## src/rtl/core/ycc2rgb_pkg.sv

```systemverilog
// ----------------------------------------------------------------------------
// ycc2rgb_pkg
// Types and constants for the YCbCr to RGB color matrix unit.
// ----------------------------------------------------------------------------
package ycc2rgb_pkg;

    localparam int ADDR_W  = 6;
    localparam int DATA_W  = 64;
    localparam int PIX_W   = 8;
    localparam int COEF_W  = 11;
    localparam int OFFS_W  = 9;
    localparam int TERM_W  = 10;
    localparam int PROD_W  = COEF_W + TERM_W;
    localparam int SUM_W   = PROD_W + 2;
    localparam int ROW_W   = 3 * COEF_W;
    localparam int OFFSETS_W = 3 * OFFS_W;
    localparam int FRAC_W  = 8;

    typedef enum logic [2:0] {
        REG_RED_ROW   = 3'd0,
        REG_GREEN_ROW = 3'd1,
        REG_BLUE_ROW  = 3'd2,
        REG_OFFSETS   = 3'd3,
        REG_ENABLE    = 3'd4
    } reg_idx_t;

    typedef struct packed {
        logic [PIX_W-1:0] luma;
        logic [PIX_W-1:0] chroma_blue;
        logic [PIX_W-1:0] chroma_red;
    } ycc_pixel_t;

    typedef struct packed {
        logic [PIX_W-1:0] red;
        logic [PIX_W-1:0] green;
        logic [PIX_W-1:0] blue;
    } rgb_pixel_t;

    typedef struct packed {
        logic [ROW_W-1:0]     red_row_coefs;
        logic [ROW_W-1:0]     green_row_coefs;
        logic [ROW_W-1:0]     blue_row_coefs;
        logic [OFFSETS_W-1:0] input_offsets;
        logic                 convert_enable;
    } cfg_t;

    typedef struct packed {
        logic signed [TERM_W-1:0] y;
        logic signed [TERM_W-1:0] cb;
        logic signed [TERM_W-1:0] cr;
    } terms_t;

    typedef struct packed {
        logic en2;
        logic en3;
    } row_ctrl_t;

endpackage

```

## src/rtl/core/ycc2rgb_regs.sv

```systemverilog
// ----------------------------------------------------------------------------
// ycc2rgb_regs
// APB-style register file that holds the matrix, offsets and enable.
// ----------------------------------------------------------------------------
module ycc2rgb_regs
(
    input  logic                          clk,
    input  logic                          rst_n,
    input  logic                          psel,
    input  logic                          penable,
    input  logic                          pwrite,
    input  logic [ycc2rgb_pkg::ADDR_W-1:0] paddr,
    input  logic [ycc2rgb_pkg::DATA_W-1:0] pwdata,
    output logic [ycc2rgb_pkg::DATA_W-1:0] prdata,
    output logic                          pready,
    output ycc2rgb_pkg::cfg_t             cfg
);
    import ycc2rgb_pkg::*;

    cfg_t     cfg_reg;
    cfg_t     cfg_next;
    reg_idx_t idx;
    logic     wr_en;

    assign pready = 1'b1;
    assign idx    = reg_idx_t'(paddr[ADDR_W-1:3]);
    assign wr_en  = psel && penable && pwrite && pready;

    always_comb
    begin
        cfg_next = cfg_reg;
        if (wr_en)
        begin
            unique case (idx)
                REG_RED_ROW:   cfg_next.red_row_coefs   = pwdata[ROW_W-1:0];
                REG_GREEN_ROW: cfg_next.green_row_coefs = pwdata[ROW_W-1:0];
                REG_BLUE_ROW:  cfg_next.blue_row_coefs  = pwdata[ROW_W-1:0];
                REG_OFFSETS:   cfg_next.input_offsets   = pwdata[OFFSETS_W-1:0];
                REG_ENABLE:    cfg_next.convert_enable  = pwdata[0];
                default:       cfg_next = cfg_reg;
            endcase
        end
    end

    always_ff @(posedge clk or negedge rst_n)
    begin
        if (!rst_n)
        begin
            cfg_reg <= '0;
        end
        else
        begin
            cfg_reg <= cfg_next;
        end
    end

    always_comb
    begin
        unique case (idx)
            REG_RED_ROW:   prdata = DATA_W'(cfg_reg.red_row_coefs);
            REG_GREEN_ROW: prdata = DATA_W'(cfg_reg.green_row_coefs);
            REG_BLUE_ROW:  prdata = DATA_W'(cfg_reg.blue_row_coefs);
            REG_OFFSETS:   prdata = DATA_W'(cfg_reg.input_offsets);
            REG_ENABLE:    prdata = DATA_W'(cfg_reg.convert_enable);
            default:       prdata = '0;
        endcase
    end

    assign cfg = cfg_reg;

endmodule

```

## src/rtl/core/ycc2rgb_row.sv

```systemverilog
// ----------------------------------------------------------------------------
// ycc2rgb_row
// One matrix row: three registered products, a registered rounded sum,
// and the clamp to 0..255.
// ----------------------------------------------------------------------------
module ycc2rgb_row
(
    input  logic                          clk,
    input  ycc2rgb_pkg::row_ctrl_t        ctrl,
    input  logic [ycc2rgb_pkg::ROW_W-1:0] coefs,
    input  ycc2rgb_pkg::terms_t           terms,
    output logic [ycc2rgb_pkg::PIX_W-1:0] result
);
    import ycc2rgb_pkg::*;

    localparam logic signed [SUM_W-1:0] ROUND_BIAS = SUM_W'(1 << (FRAC_W - 1));

    logic signed [COEF_W-1:0] w_y;
    logic signed [COEF_W-1:0] w_cb;
    logic signed [COEF_W-1:0] w_cr;
    logic signed [PROD_W-1:0] prod_y_reg;
    logic signed [PROD_W-1:0] prod_cb_reg;
    logic signed [PROD_W-1:0] prod_cr_reg;
    logic signed [PROD_W-1:0] prod_y_next;
    logic signed [PROD_W-1:0] prod_cb_next;
    logic signed [PROD_W-1:0] prod_cr_next;
    logic signed [SUM_W-1:0]  sum_reg;
    logic signed [SUM_W-1:0]  sum_next;

    assign w_y  = $signed(coefs[COEF_W-1:0]);
    assign w_cb = $signed(coefs[2*COEF_W-1:COEF_W]);
    assign w_cr = $signed(coefs[3*COEF_W-1:2*COEF_W]);

    assign prod_y_next  = w_y  * terms.y;
    assign prod_cb_next = w_cb * terms.cb;
    assign prod_cr_next = w_cr * terms.cr;

    assign sum_next = SUM_W'(prod_y_reg) + SUM_W'(prod_cb_reg) + SUM_W'(prod_cr_reg)
                      + ROUND_BIAS;

    always_ff @(posedge clk)
    begin
        if (ctrl.en2)
        begin
            prod_y_reg  <= prod_y_next;
            prod_cb_reg <= prod_cb_next;
            prod_cr_reg <= prod_cr_next;
        end
        if (ctrl.en3)
        begin
            sum_reg <= sum_next;
        end
    end

    always_comb
    begin
        priority if (sum_reg[SUM_W-1])
        begin
            result = '0;
        end
        else if (|sum_reg[SUM_W-2:FRAC_W+PIX_W])
        begin
            result = '1;
        end
        else
        begin
            result = sum_reg[FRAC_W+PIX_W-1:FRAC_W];
        end
    end

endmodule

```

## src/rtl/core/ycc2rgb_datapath.sv

```systemverilog
// ----------------------------------------------------------------------------
// ycc2rgb_datapath
// Four-stage pixel pipeline: offset add, multiply, sum, clamp and select.
// Each stage moves when the stage ahead of it is empty or moving.
// ----------------------------------------------------------------------------
module ycc2rgb_datapath
(
    input  logic                    clk,
    input  logic                    rst_n,
    input  ycc2rgb_pkg::cfg_t       cfg,
    input  logic                    ycc_valid,
    output logic                    ycc_stall,
    input  ycc2rgb_pkg::ycc_pixel_t ycc,
    output logic                    rgb_valid,
    input  logic                    rgb_stall,
    output ycc2rgb_pkg::rgb_pixel_t rgb
);
    import ycc2rgb_pkg::*;

    logic       v1_reg, v2_reg, v3_reg, v4_reg;
    logic       en1, en2, en3, en4;
    logic       conv1_reg, conv2_reg, conv3_reg;
    ycc_pixel_t pix1_reg, pix2_reg, pix3_reg;
    terms_t     terms_reg;
    terms_t     terms_next;
    rgb_pixel_t rgb_reg;
    rgb_pixel_t rgb_next;
    rgb_pixel_t conv_rgb;
    row_ctrl_t  row_ctrl;

    assign en4 = !v4_reg || !rgb_stall;
    assign en3 = !v3_reg || en4;
    assign en2 = !v2_reg || en3;
    assign en1 = !v1_reg || en2;

    assign ycc_stall = !en1;
    assign row_ctrl  = '{en2: en2, en3: en3};

    assign terms_next.y  = $signed({2'b00, ycc.luma})
                         + $signed({cfg.input_offsets[OFFS_W-1], 
                                    cfg.input_offsets[OFFS_W-1:0]});
    assign terms_next.cb = $signed({2'b00, ycc.chroma_blue})
                         + $signed({cfg.input_offsets[2*OFFS_W-1],
                                    cfg.input_offsets[2*OFFS_W-1:OFFS_W]});
    assign terms_next.cr = $signed({2'b00, ycc.chroma_red})
                         + $signed({cfg.input_offsets[3*OFFS_W-1],
                                    cfg.input_offsets[3*OFFS_W-1:2*OFFS_W]});

    ycc2rgb_row u_row_red
    (
        .clk    (clk),
        .ctrl   (row_ctrl),
        .coefs  (cfg.red_row_coefs),
        .terms  (terms_reg),
        .result (conv_rgb.red)
    );

    ycc2rgb_row u_row_green
    (
        .clk    (clk),
        .ctrl   (row_ctrl),
        .coefs  (cfg.green_row_coefs),
        .terms  (terms_reg),
        .result (conv_rgb.green)
    );

    ycc2rgb_row u_row_blue
    (
        .clk    (clk),
        .ctrl   (row_ctrl),
        .coefs  (cfg.blue_row_coefs),
        .terms  (terms_reg),
        .result (conv_rgb.blue)
    );

    always_comb
    begin
        if (conv3_reg)
        begin
            rgb_next = conv_rgb;
        end
        else
        begin
            rgb_next.red   = pix3_reg.luma;
            rgb_next.green = pix3_reg.chroma_blue;
            rgb_next.blue  = pix3_reg.chroma_red;
        end
    end

    always_ff @(posedge clk or negedge rst_n)
    begin
        if (!rst_n)
        begin
            v1_reg <= 1'b0;
            v2_reg <= 1'b0;
            v3_reg <= 1'b0;
            v4_reg <= 1'b0;
        end
        else
        begin
            if (en1)
            begin
                v1_reg <= ycc_valid;
            end
            if (en2)
            begin
                v2_reg <= v1_reg;
            end
            if (en3)
            begin
                v3_reg <= v2_reg;
            end
            if (en4)
            begin
                v4_reg <= v3_reg;
            end
        end
    end

    always_ff @(posedge clk)
    begin
        if (en1)
        begin
            terms_reg <= terms_next;
            pix1_reg  <= ycc;
            conv1_reg <= cfg.convert_enable;
        end
        if (en2)
        begin
            pix2_reg  <= pix1_reg;
            conv2_reg <= conv1_reg;
        end
        if (en3)
        begin
            pix3_reg  <= pix2_reg;
            conv3_reg <= conv2_reg;
        end
        if (en4)
        begin
            rgb_reg <= rgb_next;
        end
    end

    assign rgb_valid = v4_reg;
    assign rgb       = rgb_reg;

endmodule

```

## src/rtl/core/ycbcr_to_rgb_color_matrix_unit.sv

```systemverilog
// ----------------------------------------------------------------------------
// ycbcr_to_rgb_color_matrix_unit
// Converts one YCbCr pixel per cycle, while not stalled, to RGB through a 3x3
// programmable matrix with input offsets, or passes it through when disabled.
// ----------------------------------------------------------------------------
//   Channel   Direction  Handshake           Payload
//   ycc       in         ycc_valid/stall     luma, chroma_blue, chroma_red
//   rgb       out        rgb_valid/stall     red, green, blue
//   apb       in/out     psel/penable/pready 64-bit registers at 8*index
//
// An accepted item enters the offset stage and moves on through the
// multiply, sum and clamp stages to the output register, where it can leave;
// one item enters every cycle while ycc is not stalled.
// Reset clears all valid bits and the register file; no clearing pass is needed.
// A stall on rgb holds the output register, and bubbles ahead of it still
// fill, so ycc stalls only once all four stages hold items.
// ----------------------------------------------------------------------------
module ycbcr_to_rgb_color_matrix_unit
(
    input  logic                           clk,
    input  logic                           rst_n,
    input  logic                           psel,
    input  logic                           penable,
    input  logic                           pwrite,
    input  logic [ycc2rgb_pkg::ADDR_W-1:0] paddr,
    input  logic [ycc2rgb_pkg::DATA_W-1:0] pwdata,
    output logic [ycc2rgb_pkg::DATA_W-1:0] prdata,
    output logic                           pready,
    input  logic                           ycc_valid,
    output logic                           ycc_stall,
    input  ycc2rgb_pkg::ycc_pixel_t        ycc,
    output logic                           rgb_valid,
    input  logic                           rgb_stall,
    output ycc2rgb_pkg::rgb_pixel_t        rgb
);
    import ycc2rgb_pkg::*;

    cfg_t cfg;

    ycc2rgb_regs u_regs
    (
        .clk     (clk),
        .rst_n   (rst_n),
        .psel    (psel),
        .penable (penable),
        .pwrite  (pwrite),
        .paddr   (paddr),
        .pwdata  (pwdata),
        .prdata  (prdata),
        .pready  (pready),
        .cfg     (cfg)
    );

    ycc2rgb_datapath u_datapath
    (
        .clk       (clk),
        .rst_n     (rst_n),
        .cfg       (cfg),
        .ycc_valid (ycc_valid),
        .ycc_stall (ycc_stall),
        .ycc       (ycc),
        .rgb_valid (rgb_valid),
        .rgb_stall (rgb_stall),
        .rgb       (rgb)
    );

endmodule

```

## config.mk

```make
export PLATFORM = sky130hd
export DESIGN_NAME = ycbcr_to_rgb_color_matrix_unit
export DESIGN_NICKNAME = d
export VERILOG_FILES = /design/src/rtl/core/ycc2rgb_pkg.sv /design/src/rtl/core/ycc2rgb_regs.sv /design/src/rtl/core/ycc2rgb_row.sv /design/src/rtl/core/ycc2rgb_datapath.sv /design/src/rtl/core/ycbcr_to_rgb_color_matrix_unit.sv
export SDC_FILE = /design/constraint.sdc
export NUM_CORES = 2
export LEC_CHECK = 0
export ABC_CLOCK_PERIOD_IN_PS = 8100
export BUFFER_PORTS_ARGS = -buffer_cell sky130_fd_sc_hd__buf_2
export CAP_MARGIN = 30
export CORE_MARGIN = 2
export CORE_UTILIZATION = 55
export CTS_CLUSTER_SIZE = 14
export DETAILED_ROUTE_END_ITERATION = 12
export PLACE_DENSITY_LB_ADDON = 0.08
export SYNTH_ARGS = -nofsm -noshare
export SYNTH_HDL_FRONTEND = slang
export SYNTH_SLANG_ARGS = --single-unit
```

## constraint.sdc

```tcl
create_clock -name clk -period 8.1 [get_ports clk]
set_clock_uncertainty 0.15 [all_clocks]
set_input_delay 1.215 -clock clk [delete_from_list [all_inputs] [get_ports clk]]
set_output_delay 1.215 -clock clk [all_outputs]
set_load 0.05 [all_outputs]
```

==> metrics.md <==
| Metric | Value |
|---|---|
| Final antenna-violating net count | 0 |
| Class of the worst hold path | flop to flop |
| Hold worst-path end | u_datapath.pix3_reg[5] |
| Starting DRT DRC Count | 2366 |
| Layout cells sized above 1 | 7.71% |
| CP max stage cell | edfxtp_1 |
| Clock buffer depth | 3 |
| Crit Path Class | flop to flop |
| Cell accounting for the most synthesized area | fa_1 |
| Area contributors post-synth | fa_1 (31%), edfxtp_1 (18%), ha_1 (12%), inv_1 (8.1%), dfrtp_1 (5.4%) |
| Post-DP HPWL | 117000 um |
| P&R area growth vs syn | 6.69% |
| Distinct cells, synth | 69 |
| Drt first pass iters | 5 |
| Antenna violations before repair | 7 |
| Flops & latches, synth | just under 500 |
| Root buffer cell | clkbuf_16 |
| RSZ-0062 raised after global routing | false |
| WP data required | 8360 ps |
| Final wirelength | approximately 150000 um |
| H-tree depth | 2 |
| CTS tree | yes |
| Post-layout min period | 6520 ps |
| Final core utilization | 59.3% |
| Setup repair bufs after CTS | 0 |
| Setup crit start | u_datapath.terms_reg[6] |
| GRT Total Usage | 27.2% |
| Status | finished, final reports clean |
| Clock sinks | roughly 490 |
| Syn. warnings | 0 |
| Die area | 113000 um^2 |
| DR vias | 39900 |
| WHS Path Cells | 0 |
| Avg Inst Size Synth | 10.3 um^2 |
| HP Start | u_datapath.pix2_reg[5] |
| WP data arrival | 6780 ps |
| Prevailing post-synth register cell | edfxtp_1 |
| Setup crit start kind | flop |
| Num CTS Buffers | 58 |
| FP Rows | 121 |
| R2R cell count | 19 |
| Setup WS pre-CTS | 1660 ps |
| Worst r2r dst | u_datapath.u_row_blue.prod_cr_reg[20] |
| First-pass GRT wire length | 235000 um |
| Top-area cell type share of the netlist area | 31.5% |
| Commonest non-fill, non-tap cell in the layout | inv_1 |
| CP Cell Sequence | buf_4 -> nand2_1 -> fa_1 -> inv_1 -> fa_1 -> fa_1 -> fa_1 -> inv_1 -> fa_1 -> inv_1 -> ha_1 -> and2_1 -> a31o_2 -> a31o_2 -> a21o_1 -> o41ai_1 -> o21bai_1 -> a21oi_1 -> xnor2_1 |
| Die W | 336 um |
| Most frequent cells in the layout | inv_1 (1302), fa_1 (954), ha_1 (603) |
| Sum Neg Setup Slack | 0 ps |
| Post-DR vias/cell | 5.35 |
| Core box area | 109000 um^2 |
| Mapped cell area | 60700 um^2 |
| # DRC | 0 |
| Fmax | 153 MHz |
| Final setup vio count | 0 |
| Max reg flops | 127 |
| Grt ovf | 0 |
| Worst reg2reg startpoint | u_datapath.terms_reg[6] |
| Max Cap Viol | 0 |
| Largest net degree at the start of global routing | 155 |
| Worst-margin pin slew | 1090 ps |
| Initial core utilization | 55.6% |
| IO Port Bufs | between 100 and 150 |
| Clk pin slew, worst setup/hold paths | 60 ps |
| Routed len/inst | 19.7 um |
| Fin Hold WS | around 270 ps |
| EDFF count, synth | 363 |
| RePlAce Congestion | 0.882 |
| R2r setup slk | approximately 1600 ps |
| Register area share after synthesis | 23.4% |
| Synth Instances | 5901 |
| Worst-path maximum fanout | 23 |
| # nets final | 7577 |
| Crit share post-route | 80.5% |
| Slew margin rel. | 27.4% |
| Worst skew pair latency | about 670 ps |
| Most frequent CP cell | fa_1 |
| Slew Limit Fails | 0 |
| Synth async-reset ratio | 26.5% |
| Critical path endpoint category | flop |
| Die height | 336 um |
| CP max stage delay | 1040 ps |
| Post-CTS resize count | 0 |
| I/O pin total | 192 |
| Vias in the first global route | ~41000 |
| Hold Buf Count CTS | 0 |
| Hold Violations, Final | 0 |
| Final WS setup | 1580 ps |
how the worst max path moves through the flow:
| stage | slack [ps] | cells past startpoint | endpoint |
|---|---|---|---|
| global placement | 1690 | 19 | u_datapath.u_row_blue.prod_cr_reg[19] |
| floorplan | 1390 | 2 | u_datapath.conv2_reg |
| detailed placement | 1660 | 20 | u_datapath.u_row_red.prod_cr_reg[20] |
| CTS | 1630 | 21 | u_datapath.u_row_red.prod_cb_reg[17] |
| global route | 1320 | 19 | u_datapath.u_row_blue.prod_cr_reg[20] |
| finish | 1580 | 19 | u_datapath.u_row_blue.prod_cr_reg[20] |
layer usage:
metal | vias to the layer above | wire length [um] | global-route usage [%] | share of wire [%]
li1 | 18300 | - | - | -
met1 | 20400 | 64900 | 38.2 | 44
met2 | 980 | 68500 | 43.8 | 47
met3 | 197 | 8630 | 4.10 | 5.9
met4 | 4 | 4520 | 8.15 | 3.1
met5 | - | 27 | 0 | 0.018
through the flow:
step / area, um^2 / instances
after detailed placement: 62700 / 7335
after global placement: 62700 / 7335
final: 64800 / 7447
after global routing: 64800 / 7445
after CTS: 64800 / 7445
after floorplan: 60800 / 5931
worst max-delay path, delay by kind of cell, from the launching register on:
kind / cells / cell delay [ps]
buffers and inverters: 4 / 480
XOR/XNOR: 1 / 100
AND/OR/NAND/NOR: 2 / 280
adder cells (fa/ha/maj): 6 / 2800
flip-flops: 1 / 1040
AO/OA/AOI/OAI: 6 / 1400
cell type report:
class / instances / area (um^2)
sequential: 494 / 14200
clock inverter: 34 / 320
clock buffer: 76 / 1720
timing repair buffer: 181 / 1060
multi-input combinational: 3880 / 40700
fill: 9286 / 44400
antenna: 2 / 5.00
inverter: 1304 / 4900
tap: 1476 / 1850
logic make-up after synthesis:
logic type | synth area share [%]
xor+xnor | 3.94
mux | 2.86
flops | 23.4
buf+inv | 9.83
fa+ha+maj | 43.9
other cells | 0.0124
simple gates | 11.0
compound gates | 5.12
Yosys cell counts (10+ instances only):
master	instances
a21o_1	63
a21oi_1	148
a221o_1	26
a22o_1	26
a31oi_1	14
and2_1	362
and3_1	17
buf_4	32
clkbuf_1	216
dfrtp_1	131
edfxtp_1	363
fa_1	954
ha_1	603
inv_1	1303
mux2_2	147
nand2_1	601
nand2b_1	40
nand3_1	38
nand4_1	10
nor2_1	226
nor2b_1	19
nor3_1	45
o21a_1	22
o21ai_0	46
o21bai_1	38
xnor2_1	221
xor2_1	52
Power is not shown: default switching activity piles up to over one toggle a cycle in this logic, so the estimate is an artifact.
